`src/hw/rtl/kmce_pkg.sv`:
```
// Package: shared types and constants for the key matrix change event block.
package kmce_pkg;

	localparam int ROWS = 8;
	localparam int COLS = 16;
	localparam int QDEPTH = 2;

	localparam int RowIdxW = (ROWS > 8) ? 3 : ((ROWS > 1) ? $clog2(ROWS) : 1);
	localparam int QPtrW = (QDEPTH > 1) ? $clog2(QDEPTH) : 1;
	localparam int QCntW = $clog2(QDEPTH + 1);

	localparam logic [15:0] COL_MASK =
		(COLS >= 16) ? 16'hFFFF : 16'((32'd1 << COLS) - 32'd1);

	typedef enum logic [1:0] {
		ACT_SCAN  = 2'd0,
		ACT_START = 2'd1,
		ACT_STOP  = 2'd2,
		ACT_NONE  = 2'd3
	} action_t;

	typedef struct packed {
		logic [1:0]  action;
		logic [2:0]  row_index;
		logic [15:0] row_bits;
		logic [31:0] timestamp;
		logic [4:0]  active_layer;
		logic [7:0]  modifiers;
	} item_t;

	typedef struct packed {
		logic [2:0]  event_row;
		logic [3:0]  event_col;
		logic        pressed;
		logic [31:0] event_time;
		logic [4:0]  event_layer;
		logic [7:0]  event_mods;
		logic        last;
	} result_t;

	// One row's worth of work: the columns that changed and the new row bits.
	typedef struct packed {
		logic [2:0]  row;
		logic [15:0] changed;
		logic [15:0] bits;
		logic [31:0] ts;
		logic [4:0]  layer;
		logic [7:0]  mods;
	} job_t;

	// Queue status seen by either side.
	typedef struct packed {
		logic full;
		logic empty;
	} q_stat_t;

endpackage

```
`src/hw/rtl/kmce_front.sv`:
```
// Front end: takes input words, tracks row state and queues rows that changed.
module kmce_front import kmce_pkg::*; (
	input  logic    clk,
	input  logic    arst_n,
	input  logic    push,
	input  item_t   item,
	input  q_stat_t q_stat,
	output logic    full,
	output logic    job_push,
	output job_t    job
);

	logic [15:0]        prev_rows_q [ROWS];
	logic [ROWS-1:0]    row_seen_q;
	logic               capturing_q;

	logic               accept;
	logic               row_ok;
	logic [RowIdxW-1:0] ridx;
	logic [15:0]        bits;
	logic [15:0]        changed;
	logic               scan_live;

	assign full    = q_stat.full;
	assign accept  = push && !full;
	assign row_ok  = int'(item.row_index) < ROWS;
	assign ridx    = item.row_index[RowIdxW-1:0];
	assign bits    = item.row_bits & COL_MASK;
	assign changed = bits ^ prev_rows_q[ridx];

	assign scan_live = accept && (item.action == ACT_SCAN) && capturing_q && row_ok;
	assign job_push  = scan_live && row_seen_q[ridx] && (changed != 16'd0);

	always_comb begin
		job.row     = item.row_index;
		job.changed = changed;
		job.bits    = bits;
		job.ts      = item.timestamp;
		job.layer   = item.active_layer;
		job.mods    = item.modifiers;
	end

	always_ff @(posedge clk or negedge arst_n) begin
		if (!arst_n) begin
			row_seen_q  <= '0;
			capturing_q <= 1'b0;
			for (int i = 0; i < ROWS; i++) begin
				prev_rows_q[i] <= '0;
			end
		end else if (accept) begin
			case (item.action)
				ACT_SCAN: begin
					if (capturing_q && row_ok) begin
						prev_rows_q[ridx] <= bits;
						row_seen_q[ridx]  <= 1'b1;
					end
				end
				ACT_START: begin
					row_seen_q  <= '0;
					capturing_q <= 1'b1;
				end
				ACT_STOP: begin
					capturing_q <= 1'b0;
				end
				default: begin
				end
			endcase
		end
	end

endmodule

```
`src/hw/rtl/kmce_queue.sv`:
```
// Short job queue between the front and back ends.
module kmce_queue import kmce_pkg::*; (
	input  logic    clk,
	input  logic    arst_n,
	input  logic    wr_en,
	input  job_t    wr_job,
	input  logic    rd_en,
	output job_t    rd_job,
	output q_stat_t stat
);

	job_t             slot_q [QDEPTH];
	logic [QPtrW-1:0] wr_ptr_q;
	logic [QPtrW-1:0] rd_ptr_q;
	logic [QCntW-1:0] count_q;

	logic do_wr;
	logic do_rd;

	assign stat.full  = (count_q == QCntW'(QDEPTH));
	assign stat.empty = (count_q == '0);
	assign do_wr      = wr_en && !stat.full;
	assign do_rd      = rd_en && !stat.empty;
	assign rd_job     = slot_q[rd_ptr_q];

	always_ff @(posedge clk) begin
		if (do_wr) begin
			slot_q[wr_ptr_q] <= wr_job;
		end
	end

	always_ff @(posedge clk or negedge arst_n) begin
		if (!arst_n) begin
			wr_ptr_q <= '0;
			rd_ptr_q <= '0;
			count_q  <= '0;
		end else begin
			if (do_wr) begin
				wr_ptr_q <= (wr_ptr_q == QPtrW'(QDEPTH - 1)) ? '0 : wr_ptr_q + 1'b1;
			end
			if (do_rd) begin
				rd_ptr_q <= (rd_ptr_q == QPtrW'(QDEPTH - 1)) ? '0 : rd_ptr_q + 1'b1;
			end
			case ({do_wr, do_rd})
				2'b10:   count_q <= count_q + 1'b1;
				2'b01:   count_q <= count_q - 1'b1;
				default: count_q <= count_q;
			endcase
		end
	end

endmodule

```
`src/hw/rtl/kmce_back.sv`:
```
// Back end: walks a job's changed columns, one event word per cycle while the receiver takes them.
module kmce_back import kmce_pkg::*; (
	input  logic    clk,
	input  logic    arst_n,
	input  q_stat_t q_stat,
	input  job_t    q_job,
	output logic    q_pop,
	input  logic    pop,
	output logic    empty,
	output result_t result
);

	job_t        job_q;
	logic [15:0] mask_q;
	logic        out_valid_q;
	result_t     out_q;

	logic        can_load;
	logic        emit;
	logic [3:0]  col;
	logic [15:0] rest;

	assign empty    = !out_valid_q;
	assign result   = out_q;
	assign can_load = !out_valid_q || pop;
	assign emit     = (mask_q != 16'd0) && can_load;
	assign q_pop    = (mask_q == 16'd0) && !q_stat.empty;
	assign rest     = mask_q & (mask_q - 16'd1);

	// lowest set column
	always_comb begin
		col = '0;
		for (int i = 15; i >= 0; i--) begin
			if (mask_q[i]) begin
				col = 4'(i);
			end
		end
	end

	always_ff @(posedge clk) begin
		if (q_pop) begin
			job_q <= q_job;
		end
		if (emit) begin
			out_q.event_row   <= job_q.row;
			out_q.event_col   <= col;
			out_q.pressed     <= job_q.bits[col];
			out_q.event_time  <= job_q.ts;
			out_q.event_layer <= job_q.layer;
			out_q.event_mods  <= job_q.mods;
			out_q.last        <= (rest == 16'd0);
		end
	end

	always_ff @(posedge clk or negedge arst_n) begin
		if (!arst_n) begin
			mask_q      <= '0;
			out_valid_q <= 1'b0;
		end else begin
			if (q_pop) begin
				mask_q <= q_job.changed;
			end else if (emit) begin
				mask_q <= rest;
			end
			if (emit) begin
				out_valid_q <= 1'b1;
			end else if (pop) begin
				out_valid_q <= 1'b0;
			end
		end
	end

endmodule

```
`src/hw/rtl/key_matrix_change_events.sv`:
```
// Top level: key matrix change detector with queue-style input and result ports.
//
// Input side: drive item and raise push; a word is taken at a rising edge with
// push high and full low. Each word is a row scan, a start capture or a stop
// capture command. Commands and scans that cause no events are not queued.
// Result side: while empty is low, result holds the oldest event word; raise
// pop to take it. Events of one row come lowest column first; the final one
// of that row carries last.
// A changed row's job is written into the queue on accept, then loaded into
// the back end, and its first event then goes to the output register. The
// back end walks the changed columns one event per cycle while the receiver
// takes them, and loads the next job once the row is done.
// A two-deep job queue parts the front from the back: the front keeps taking
// words until the queue fills, and full reflects a full queue only.
// When the receiver stalls, the output register holds its word and the back
// end waits; the queue then fills and full rises.
// Reset clears all stored rows, row valid marks and the capture flag, and
// leaves the queue and output register empty.
module key_matrix_change_events import kmce_pkg::*; (
	input  logic    clk,
	input  logic    arst_n,
	input  logic    push,
	output logic    full,
	input  item_t   item,
	output logic    empty,
	input  logic    pop,
	output result_t result
);

	q_stat_t q_stat;
	logic    job_push;
	job_t    job_in;
	job_t    job_out;
	logic    job_pop;

	// Row state and classification of incoming words.
	kmce_front u_front (
		.clk      (clk),
		.arst_n   (arst_n),
		.push     (push),
		.item     (item),
		.q_stat   (q_stat),
		.full     (full),
		.job_push (job_push),
		.job      (job_in)
	);

	// Decoupling queue for rows with changed columns.
	kmce_queue u_queue (
		.clk    (clk),
		.arst_n (arst_n),
		.wr_en  (job_push),
		.wr_job (job_in),
		.rd_en  (job_pop),
		.rd_job (job_out),
		.stat   (q_stat)
	);

	// Event generation and output register.
	kmce_back u_back (
		.clk    (clk),
		.arst_n (arst_n),
		.q_stat (q_stat),
		.q_job  (job_out),
		.q_pop  (job_pop),
		.pop    (pop),
		.empty  (empty),
		.result (result)
	);

endmodule

```
`config.mk`:
```
export PLATFORM = sky130hd
export DESIGN_NAME = key_matrix_change_events
export DESIGN_NICKNAME = d
export VERILOG_FILES = /design/src/hw/rtl/kmce_pkg.sv /design/src/hw/rtl/kmce_front.sv /design/src/hw/rtl/kmce_queue.sv /design/src/hw/rtl/kmce_back.sv /design/src/hw/rtl/key_matrix_change_events.sv
export SDC_FILE = /design/constraint.sdc
export NUM_CORES = 1
export LEC_CHECK = 0
export ABC_AREA = 1
export BUFFER_PORTS_ARGS = -buffer_cell sky130_fd_sc_hd__buf_2
export CORE_ASPECT_RATIO = 0.5
export CORE_UTILIZATION = 25
export CTS_BUF_LIST = sky130_fd_sc_hd__clkbuf_8
export DETAILED_ROUTE_END_ITERATION = 16
export HOLD_SLACK_MARGIN = 0.03
export MAX_ROUTING_LAYER = met4
export SYNTH_ARGS = -nofsm -noshare
export SYNTH_HDL_FRONTEND = slang
export SYNTH_HIERARCHICAL = 1
export SYNTH_SLANG_ARGS = --single-unit
export TNS_END_PERCENT = 10
```
`constraint.sdc`:
```
create_clock -name clk -period 6.33 [get_ports clk]
set_input_delay 1.266 -clock clk [delete_from_list [all_inputs] [get_ports clk]]
set_output_delay 1.266 -clock clk [all_outputs]
set_load 0.02 [all_outputs]
```
### Word level (Yosys, flattened, before mapping)

Memory sizes are Yosys's and may differ from the RTL's.
Cells that the tools add are included.

* memories: 1
* output and inout port bits: 56
* RAM bits: 160
* input port bits: 70
* register bits after elaboration: 276
* word-level logic and storage cells: 117

* add/sub/neg operators: 5
* equal/unequal tests: 6
* bitwise logic cells: 4
* mux-type cells: 40
* magnitude comparators: 5
* reductions and logical operators: 29

Memory list
* u_queue.slot_q: words 2, bits a word 80, read ports 1, clocked after Yosys merged registers in 0, wr ports 1, RTL line kmce_queue.sv:12 `job_t slot_q [QDEPTH];`

Operator list (number)
* $bwmux 128: 1
* $mux 16: 5
* $mux 4: 16
* $bmux 16 s3: 1
* $demux 16 s3: 1
* $logic_not 16->1: 2
* $reduce_bool 16->1: 2
* $and 16x16->16: 1
* $pmux 8 s2: 1
* $sub 16x1->16 const B: 1
* $xor 16x16->16: 1
* $logic_and 1x1->1: 11
* $reduce_bool 2->1: 5
* $mux 1: 9
* $mux 8: 1
* $or 8x8->8: 1
* $eq 2x2->1 const B: 3
* $reduce_and 3->1: 2
* $lt 4x5->1 const B: 1
* $bmux 1 s4: 1
* $eq 2x1->1 const B: 2
* $ge 4x4->1 const B: 1
* $logic_not 2->1: 2
* $lt 3x4->1 const B: 1
* 14 further kinds: 17

### Depth between registers and ports, before layout

Gate-level depths: netlist of the first run.

* depth after elaboration: 18
* mapped depth: 22
* mapped depth without buffers: 21

### Modules after synthesis

The synthesis of the first run kept the hierarchy.

Modules (own cells, without submodules)
* kmce_front: cells an instance 983, area each 7230.7 µm², seq. area each 3428.3 µm², instances 1
* kmce_queue: cells an instance 450, area each 6960.4 µm², seq. area each 4904.7 µm², instances 1
* kmce_back: cells an instance 331, area each 4942.2 µm², seq. area each 3968.8 µm², instances 1

### Worst setup path before layout of the first run

Ideal clock, no wire load.

* path type: input-to-reg
* from: input item[61] (netlist name)
* to: memory u_queue/slot_q[1][0] (netlist name), enable pin
* buffers on the path: 3
* library setup time: 0.519 ns
* setup slack: -0.003 ns
* data required time: 5.811 ns
* data arrival time: 5.814 ns
* cell stages on the path: 14
* cell sequence: buf_4 -> buf_6 -> buf_6 -> o211ai_2 -> nand2_1 -> nor2_1 -> nand2_1 -> nand2_1 -> nor2_1 -> nand2_1 -> nor2_1 -> a21oi_1 -> o21ai_1 -> nor2_1

RTL lines
* start, declared: RTL line key_matrix_change_events.sv:24 `input item_t item,`
* end, declared: RTL line kmce_queue.sv:12

==> results of run 1 <==
-- layer usage --
metal  up-vias  part of all wire
met2       236              0.50
li1       5857                 -
met4         0             0.028
met3        86             0.041
met5         -                 0
met1      5639              0.43
-- logic make-up (layout without fill, tap and decap cells) --
kind of cell,Yosys count,after routing
and+or+nand+nor,878,878
DFF,436,436
buffers and inverters,255,398
AOI/OAI and AO/OA,190,190
adders and majority gates,4,4
xor gates and xnor gates,1,1
other,0,2
-- through the flow --
stage / hold WS (ps) / instances / utilization / total power (uW)
floorplan: 400 / 1764 / - / 6160
global placement: 401 / 2794 / 0.268 / 6780
detailed placement: 405 / 2794 / 0.268 / 6830
CTS: 404 / 2929 / 0.287 / 9270
global route: 407 / 2931 / 0.287 / 9700
finish: 410 / 2931 / 0.287 / 9130
-- state kept, by name, indices dropped and copies added, names as in the netlist --
register and flops:
u_back/job_q 64, u_back/mask_q 16, u_back/out_valid_q 1, u_back/result 54, u_front/capturing_q 1, u_front/prev_rows_q 128
u_front/row_seen_q 8, u_queue/count_q 2, u_queue/rd_ptr_q 1, u_queue/slot_q 160, u_queue/wr_ptr_q 1
-- report_power, final --
group / switching, uW / leakage (uW) / total [uW] / internal [uW]
Combinational: 1840 / 0.00385 / 2610 / 773
Clock: 1110 / 0.000799 / 2400 / 1290
Sequential: 284 / 0.00466 / 4110 / 3830
Total: 3240 / 0.00930 / 9130 / 5890
-- worst min path at each step --
stage / from / slack, ps / end / depth (start not counted)
floorplan: u_back/job_q[9]$_DFFE_PP_ / 400 / u_back/result[10]$_DFFE_PP_ / 0
global placement: u_back/job_q[18]$_DFFE_PP_ / 400 / u_back/result[19]$_DFFE_PP_ / 0
detailed placement: u_back/job_q[33]$_DFFE_PP_ / 400 / u_back/result[34]$_DFFE_PP_ / 0
CTS: u_back/job_q[78]$_DFFE_PP_ / 400 / u_back/result[52]$_DFFE_PP_ / 0
global route: u_back/job_q[77]$_DFFE_PP_ / 410 / u_back/result[51]$_DFFE_PP_ / 0
finish: u_back/job_q[78]$_DFFE_PP_ / 410 / u_back/result[52]$_DFFE_PP_ / 0
-- synthesized netlist by cell type --
library cell / n
clkbuf_1: 22
nor3_2: 1
nand2_2: 88
nand4_1: 2
clkinv_1: 2
a21oi_1: 20
buf_2: 22
nor2_8: 2
nand2_4: 82
a221oi_1: 2
nor3_1: 2
o21ai_1: 29
edfxtp_1: 278
o211ai_2: 6
inv_1: 112
nor2_2: 2
or2_2: 1
nor2_4: 4
nand2_1: 551
dfrtp_1: 158
a31oi_1: 1
xnor2_1: 1
inv_4: 1
nand3b_1: 6
o211ai_1: 2
o21ai_0: 128
buf_12: 8
or2_0: 2
o31ai_1: 1
buf_4: 70
nor4_1: 1
inv_12: 1
or2_1: 3
buf_6: 6
inv_2: 11
nor2_1: 78
ha_1: 4
nor3b_1: 1
o22ai_1: 1
nand3_1: 52
-- placed cells by master, fill, tap and decap left out, drive strengths merged --
cell type | netlist | final
nand3b | 6 | 6
nand2 | 721 | 721
nor3b | 1 | 1
clkbuf | 22 | 83
bufinv | 0 | 2
nor2 | 86 | 86
clkinv | 2 | 27
xnor2 | 1 | 1
clkinvlp | 0 | 5
a21oi | 20 | 20
o21ai | 157 | 157
ha | 4 | 4
a221oi | 2 | 2
o211ai | 8 | 8
o31ai | 1 | 1
dfrtp | 158 | 158
diode | 0 | 2
nor4 | 1 | 1
nand4 | 2 | 2
inv | 125 | 145
a31oi | 1 | 1
o22ai | 1 | 1
or2 | 6 | 6
edfxtp | 278 | 278
nand3 | 52 | 52
buf | 106 | 136
nor3 | 3 | 3
-- worst max-delay path, stage by stage --
cell,delay (ps)
buf_2,110
inv_2,780
nand2_1,150
nand3_1,140
nand2_1,80
o21ai_1,140
nand2_1,130
nor2_1,120
nand2_1,80
nor2_1,120
a21oi_1,90
nand3_1,120
clkinv_2,550
buf_12,440
-- layout make-up --
class	count	area, um^2
flip-flops and latches	436	12300
clock buffers	83	1140
diodes	2	5.00
inverters	127	493
repair buffers	136	739
multi-input cells	1073	5400
well taps	1022	1280
fillers	7725	53800
clock inverters	52	287
==> key figures, run 1 <==
Clock tree
  • Clock edge transition at the registers on the reported setup and hold paths: 60 ps
  • Post-CTS repair timing setup buffer count: 0
  • Clock tree from TritonCTS: built
  • Hold buffer count at CTS: 0
  • Insertion delay of the later-clocked pin in the worst-skew pair: roughly 630 ps
  • Clk sink count: roughly 440
  • Maximum buffer depth of the clock tree: 3
  • Clock tree root driver cell: clkbuf_8
  • Number of clock buffers inserted by TritonCTS: 75
  • CTS H-tree lvls: 3
  • Resized Gates After CTS: 0

Yosys
  • Mean instance size in the synthesized netlist: between 10 and 15 um^2
  • Combinational family with the most area after synthesis: simple AND/OR/NAND/NOR gates
  • Register area share after synthesis: 0.643
  • Biggest area consumer among synthesized cells: edfxtp_1
  • Leading post-synthesis cells by cell area: edfxtp_1, dfrtp_1, nand2_1, nand2_4, o21ai_0
  • Share of synthesized cell area in full adder, half adder and majority cells: 0.00262
  • Share of the synthesized netlist area taken by xor and xnor gates: 0.000458
  • Post-synth design cell area: about 19,000 um^2
  • Fraction of the mapped netlist area in simple logic gates: 0.226
  • Share of the synthesized area in the top cell type: 0.436
  • Share of cell area taken by muxes after synthesis: 0
  • Number of synthesized register bits: approximately 440
  • Count of different cell masters after synthesis: 40
  • Yosys warning count: 6
  • Count of mapped cells out of synthesis: between 1.5k and 2k
  • Post-Syn Nets: 1,838
  • Compound-Gate Fraction of Synth Area: 0.0530

Route
  • Number of DRC violations after detailed routing: 0
  • Vias: ~12k
  • Number of DRC markers in iteration 0: between 900 and 1k
  • Total wire length: 39,900 um
  • WL/cell: between 10 and 15 um
  • Antenna viol nets, final: 0
  • Drt via density: 4.03
  • TritonRoute pass-1 iters: 5

GRT
  • Met3 routing resource usage after global routing: 0.0213
  • Grt met1 use: 0.128
  • Global-route usage over all layers: 0.107
  • Initial antenna violation count: 2
  • Pin count of the biggest net entering global routing: 83
  • Grt total ovfl: 0
  • Vias in the first global route: roughly 12k
  • Peak-usage layer in the global routing report: met2
  • Met2 layer usage reported by global route: 0.179
  • Global-route wire length before repair: ~63,000 um

Worst setup path
  • Worst reg-to-reg path cell count: 12
  • Data required time at the worst endpoint: roughly 6700 ps
  • Internal reg-to-reg setup slack: between 3000 and 4000 ps
  • Highest fanout seen on the critical path: 59
  • Arrival time of data at the critical path endpoint: 4430 ps
  • Kind of critical path: in2reg
  • Termination of the worst setup path: u_queue/slot_q[0][35]$_DFFE_PP_
  • Worst reg2reg path endpoint: u_back/mask_q[5]$_DFFE_PN0P_
  • Crit start category: primary input
  • Beginning of the worst register-to-register path: u_back/mask_q[13]$_DFFE_PN0P_
  • CP startpoint: item[61]
  • Crit end category: flop

Pwr
  • Leakage power figure: ~0.0093 uW
  • Power Dens Cells: between 400 and 500 nW/um^2
  • Worst VDD drop: approximately 0.21 mV

Timing
  • Final setup violation count: 0
  • Fin crit period: 4090 ps
  • Fin. max-slew vios: 0
  • Highest achievable clock rate: roughly 240 MHz
  • Slew HR: 0.185
  • Final Hold Viols: 0
  • Post-Route Skew: 22.1 ps
  • Transition time at the pin with the least slew margin: 1220 ps
  • Sum Neg Setup Slack: 0 ps
  • Final worst setup slack: 2240 ps
  • Unrepaired setup endpoints after global routing: no
  • Final period util: 0.646

Layout
  • Fin area: 21,700 um^2
  • Final net count: 1,923
  • Post-synthesis to final-layout area growth: 13.2%
  • Fraction of final layout cells with drive strength greater than 1: 0.231

Placed design
  • Routability congestion estimate: slightly above 0.8
  • Detailed Place HPWL: 24,500 um
  • Count of port buffers added during placement: about 130
  • DP Worst Slack: about 1600 ps
  • Placed cell area: between 20,000 and 25,000 um^2

Floorplan
  • Die Y-Extent: 198 um
  • Core Area: 75,400 um^2
  • # rows: between 70 and 80
  • Starting density of the core: 0.254
  • Width of the die: 393 um
  • Area of the die: approximately 78,000 um^2
  • Num ports: roughly 130

Job
  • Max-cap violation count: 0

Status
  • Result of the run: complete, no violations

Worst hold path
  • Worst min-delay path category: reg2reg
(Power assumes the default switching activity.)
==> run 2, diff against run 1 <==
Settings changed: ABC_AREA 1 to 0.
Clock period 6.33 ns to 3.7 ns, I/O delays scaled along.
==> run 2 against run 1 <==
Compared with the run above: setup slack lost 1500 ps; cell count decreased by 23%; synthesized cell count decreased by 37%; cell area fell by 2.8%; first-iteration DRC count decreased by 46%; count of clock-buffer cells in the layout down 9; critical path type unchanged; largest power group unchanged.
==> key figures, run 2 <==
Yosys
  • Library cell with the highest instance count after synthesis: edfxtp_1
  • Top_reg_cell synth: edfxtp_1
  • Top cell types by occurrence after synthesis: edfxtp_1, dfrtp_1, mux2_2
  • Number of synthesized register bits: 436 (unchanged)
  • FFs w/ async S/R, synth: 0.362 (unchanged)
  • Biggest area consumer among synthesized cells: edfxtp_1
  • Post-synth design cell area: 18,300 um^2 (-4.4%)
  • Post-Syn Nets: 1,193 (-35%)
  • Leading post-synthesis cells by cell area: edfxtp_1, dfrtp_1, mux2_2, mux2_4, buf_4
  • Register area share after synthesis: 0.672 (+0.0293)
  • Count of different cell masters after synthesis: 61 (+53%)
  • Share of the synthesized area in the top cell type: 0.456 (+0.0199)
  • Yosys warning count: 6 (unchanged)
  • Number of flops mapped to enable cells by yosys: 278 (unchanged)
  • Mean instance size in the synthesized netlist: 16.4 um^2 (+51%)
  • Count of mapped cells out of synthesis: 1,119 (-37%)

Timing
  • Final worst setup slack: 723 ps (-1520 ps)
  • Fin. max-slew vios: 0 (unchanged)
  • Sum Neg Setup Slack: 0 ps (unchanged)
  • Slew HR: 0.427 (+0.242)
  • Post-Route Skew: 29.1 ps (+6.95 ps)
  • Fin crit period: 2980 ps
  • Final Hold Viols: 0 (unchanged)
  • Transition time at the pin with the least slew margin: 854 ps (-366 ps)
  • Final period util: 0.805
  • Unrepaired setup endpoints after global routing: no
  • Highest achievable clock rate: 336 MHz
  • Final setup violation count: 0 (unchanged)

Worst setup path
  • Internal reg-to-reg setup slack: 920 ps (-2400 ps)
  • Critical path's top delay family: buffers and inverters
  • Buffers and inverters on the worst path: 4 (unchanged)
  • Cells along the critical path: buf_4, buf_12, mux2i_1, o22ai_1, nor2_1, xnor2_1, nor4_1, buf_4, and4b_1, a41oi_2, nand2_2, nor2_4, buf_12
  • Crit start category: primary input
  • Arrival time of data at the critical path endpoint: 3240 ps (-1190 ps)
  • Cell with the largest stage delay on the worst path: mux2i_1
  • Max incr delay on CP: 330 ps (-450 ps)
  • Data required time at the worst endpoint: 3970 ps (-2700 ps)
  • Crit end category: flop
  • Highest fanout seen on the critical path: 46 (-22%)
  • Kind of critical path: in2reg

GRT
  • Initial antenna violation count: 3 (+1)
  • Global-route wire length before repair: 58,000 um (-8.4%)
  • Grt total ovfl: 0 (unchanged)
  • Vias in the first global route: 9,804 (-15%)
  • Pin count of the biggest net entering global routing: 80 (-3.6%)
  • Global-route usage over all layers: 0.103 (-0.00382)

Floorplan
  • Width of the die: 385 um (-2.2%)
  • Die Y-Extent: 193 um (-2.2%)
  • Core Area: 71,700 um^2 (-5.0%)
  • Num ports: 126 (unchanged)
  • # rows: 69 (-2.8%)
  • Starting density of the core: 0.255 (+0.00168)
  • Area of the die: 74,300 um^2 (-4.3%)

Clock tree
  • Resized Gates After CTS: 0 (unchanged)
  • Number of clock buffers inserted by TritonCTS: 72 (-4.0%)
  • Clock tree from TritonCTS: built
  • Insertion delay of the later-clocked pin in the worst-skew pair: 620 ps (about the same)
  • CTS H-tree lvls: 3 (unchanged)
  • Clk sink count: 436 (unchanged)
  • Hold buffer count at CTS: 0 (unchanged)
  • Clock edge transition at the registers on the reported setup and hold paths: 60 ps (about the same)
  • Clock tree root driver cell: clkbuf_8
  • Maximum buffer depth of the clock tree: 3 (unchanged)
  • Post-CTS repair timing setup buffer count: 0 (unchanged)

Placed design
  • Routability congestion estimate: 0.802 (-2.2%)
  • Detailed Place HPWL: 23,700 um (-3.1%)
  • Count of port buffers added during placement: 125 (unchanged)
  • DP Worst Slack: 131 ps (-1450 ps)

Worst hold path
  • Worst min-delay path category: in2async

Route
  • WL/cell: 16.4 um (+21%)
  • Number of DRC markers in iteration 0: 499 (-46%)
  • Antenna viol nets, final: 0 (unchanged)
  • Drt via density: 4.14 (+2.8%)
  • TritonRoute pass-1 iters: 5 (unchanged)
  • Vias: 9,372 (-21%)
  • Number of DRC violations after detailed routing: 0 (unchanged)
  • Total wire length: 37,100 um (-6.9%)

Layout
  • Fill cell count: 7,161 (-7.3%)
  • Post-synthesis to final-layout area growth: 15.0%
  • Final net count: 1,321 (-31%)
  • Fraction of final layout cells with drive strength greater than 1: 0.386 (+0.155)
  • Commonest cells after routing, fill and taps aside: edfxtp_1, dfrtp_1, mux2_2, buf_2, mux2_4
  • Commonest non-fill, non-tap cell in the layout: edfxtp_1
  • Max reg flops: 160 (unchanged)
  • Largest reg by FF count: u_queue/slot_q
  • Top flop regs: u_queue/slot_q (160), u_front/prev_rows_q (128), u_back/job_q (64)

Job
  • Max-cap violation count: 0 (unchanged)

Status
  • Result of the run: complete, no violations

Pwr
  • Worst VDD drop: 0.479 mV (+130%)
  • Leakage power figure: 0.00849 uW (-8.7%)
  • Power Dens Cells: 734 nW/um^2 (+74%)
-- run 2: changes by cell type in the layout (fill, tap and decap cells not counted), moves of 21 or more --
cell	before	now
nand2_1	551	34
mux2_2	0	139
o21ai_0	128	16
nand2_2	88	1
inv_1	130	45
nand2_4	82	0
mux2_4	0	80
mux2i_1	0	51
nand3_1	52	7
buf_4	9	39
nor2_1	77	48
o21ai_1	29	4
o22ai_1	1	22
-- run 2: layout make-up --
| cell class | count | area, um^2 | share of cell area |
|---|---|---|---|
| multi-input combinational | 548 | 5030 | 0.239 |
| antenna | 2 | 5.00 | 0.000238 |
| clock inverter | 55 | 270 | 0.0128 |
| timing repair buffer | 175 | 1160 | 0.0551 |
| clock buffer | 74 | 1020 | 0.0484 |
| inverter | 14 | 52.6 | 0.00250 |
| tap | 958 | 1200 | 0.0570 |
| sequential | 436 | 12300 | 0.585 |
-- run 2: kinds of logic after synthesis --
kind of cell | share of synthesized area
flops | 0.672
mux | 0.179
simple gates | 0.0384
buf+inv | 0.0543
compound gates | 0.0421
xor+xnor | 0.0101
fa+ha+maj | 0.00383
-- run 2: routing by layer --
metal  global-route usage  share of wire
met1                0.127           0.44
met4               0.0337          0.019
met2                0.169           0.51
met5                    -              0
met3               0.0214          0.032
-- run 2: power breakdown --
| group | internal [uW] | total, uW | leakage (uW) | switching, uW |
|---|---|---|---|---|
| Sequential | 6560 | 7160 | 0.00461 | 598 |
| Combinational | 1900 | 4490 | 0.00309 | 2590 |
| Clock | 1940 | 3790 | 0.000780 | 1850 |
| Total | 10400 | 15400 | 0.00849 | 5040 |
-- run 2: final timing paths --
| path | start | to | cells past startpoint |
|---|---|---|---|
| setup reg to reg | u_front/prev_rows_q[79]$_DFFE_PN0P_ | u_queue/slot_q[0][77]$_DFFE_PP_ | 10 |
| min in group clk | item[32] | u_queue/slot_q[0][32]$_DFFE_PP_ | 1 |
| hold reg to reg | u_back/job_q[38]$_DFFE_PP_ | u_back/result[39]$_DFFE_PP_ | 0 |
| max in group asynchronous | arst_n | u_front/prev_rows_q[120]$_DFFE_PN0P_ | 2 |
| setup / recovery | item[61] | u_queue/slot_q[0][77]$_DFFE_PP_ | 13 |
| hold / removal | arst_n | u_front/prev_rows_q[60]$_DFFE_PN0P_ | 1 |
-- run 2: per-stage QoR --
stage	utilization	total power (uW)	cells	hold slack [ps]	area [um^2]
after floorplan	-	10500	1119	400	18300
after global placement	0.276	11700	2131	401	19800
after detailed placement	0.276	11800	2131	405	19800
after CTS	0.294	15700	2260	145	21000
after global routing	0.294	16300	2262	163	21000
final	0.294	15400	2262	156	21000
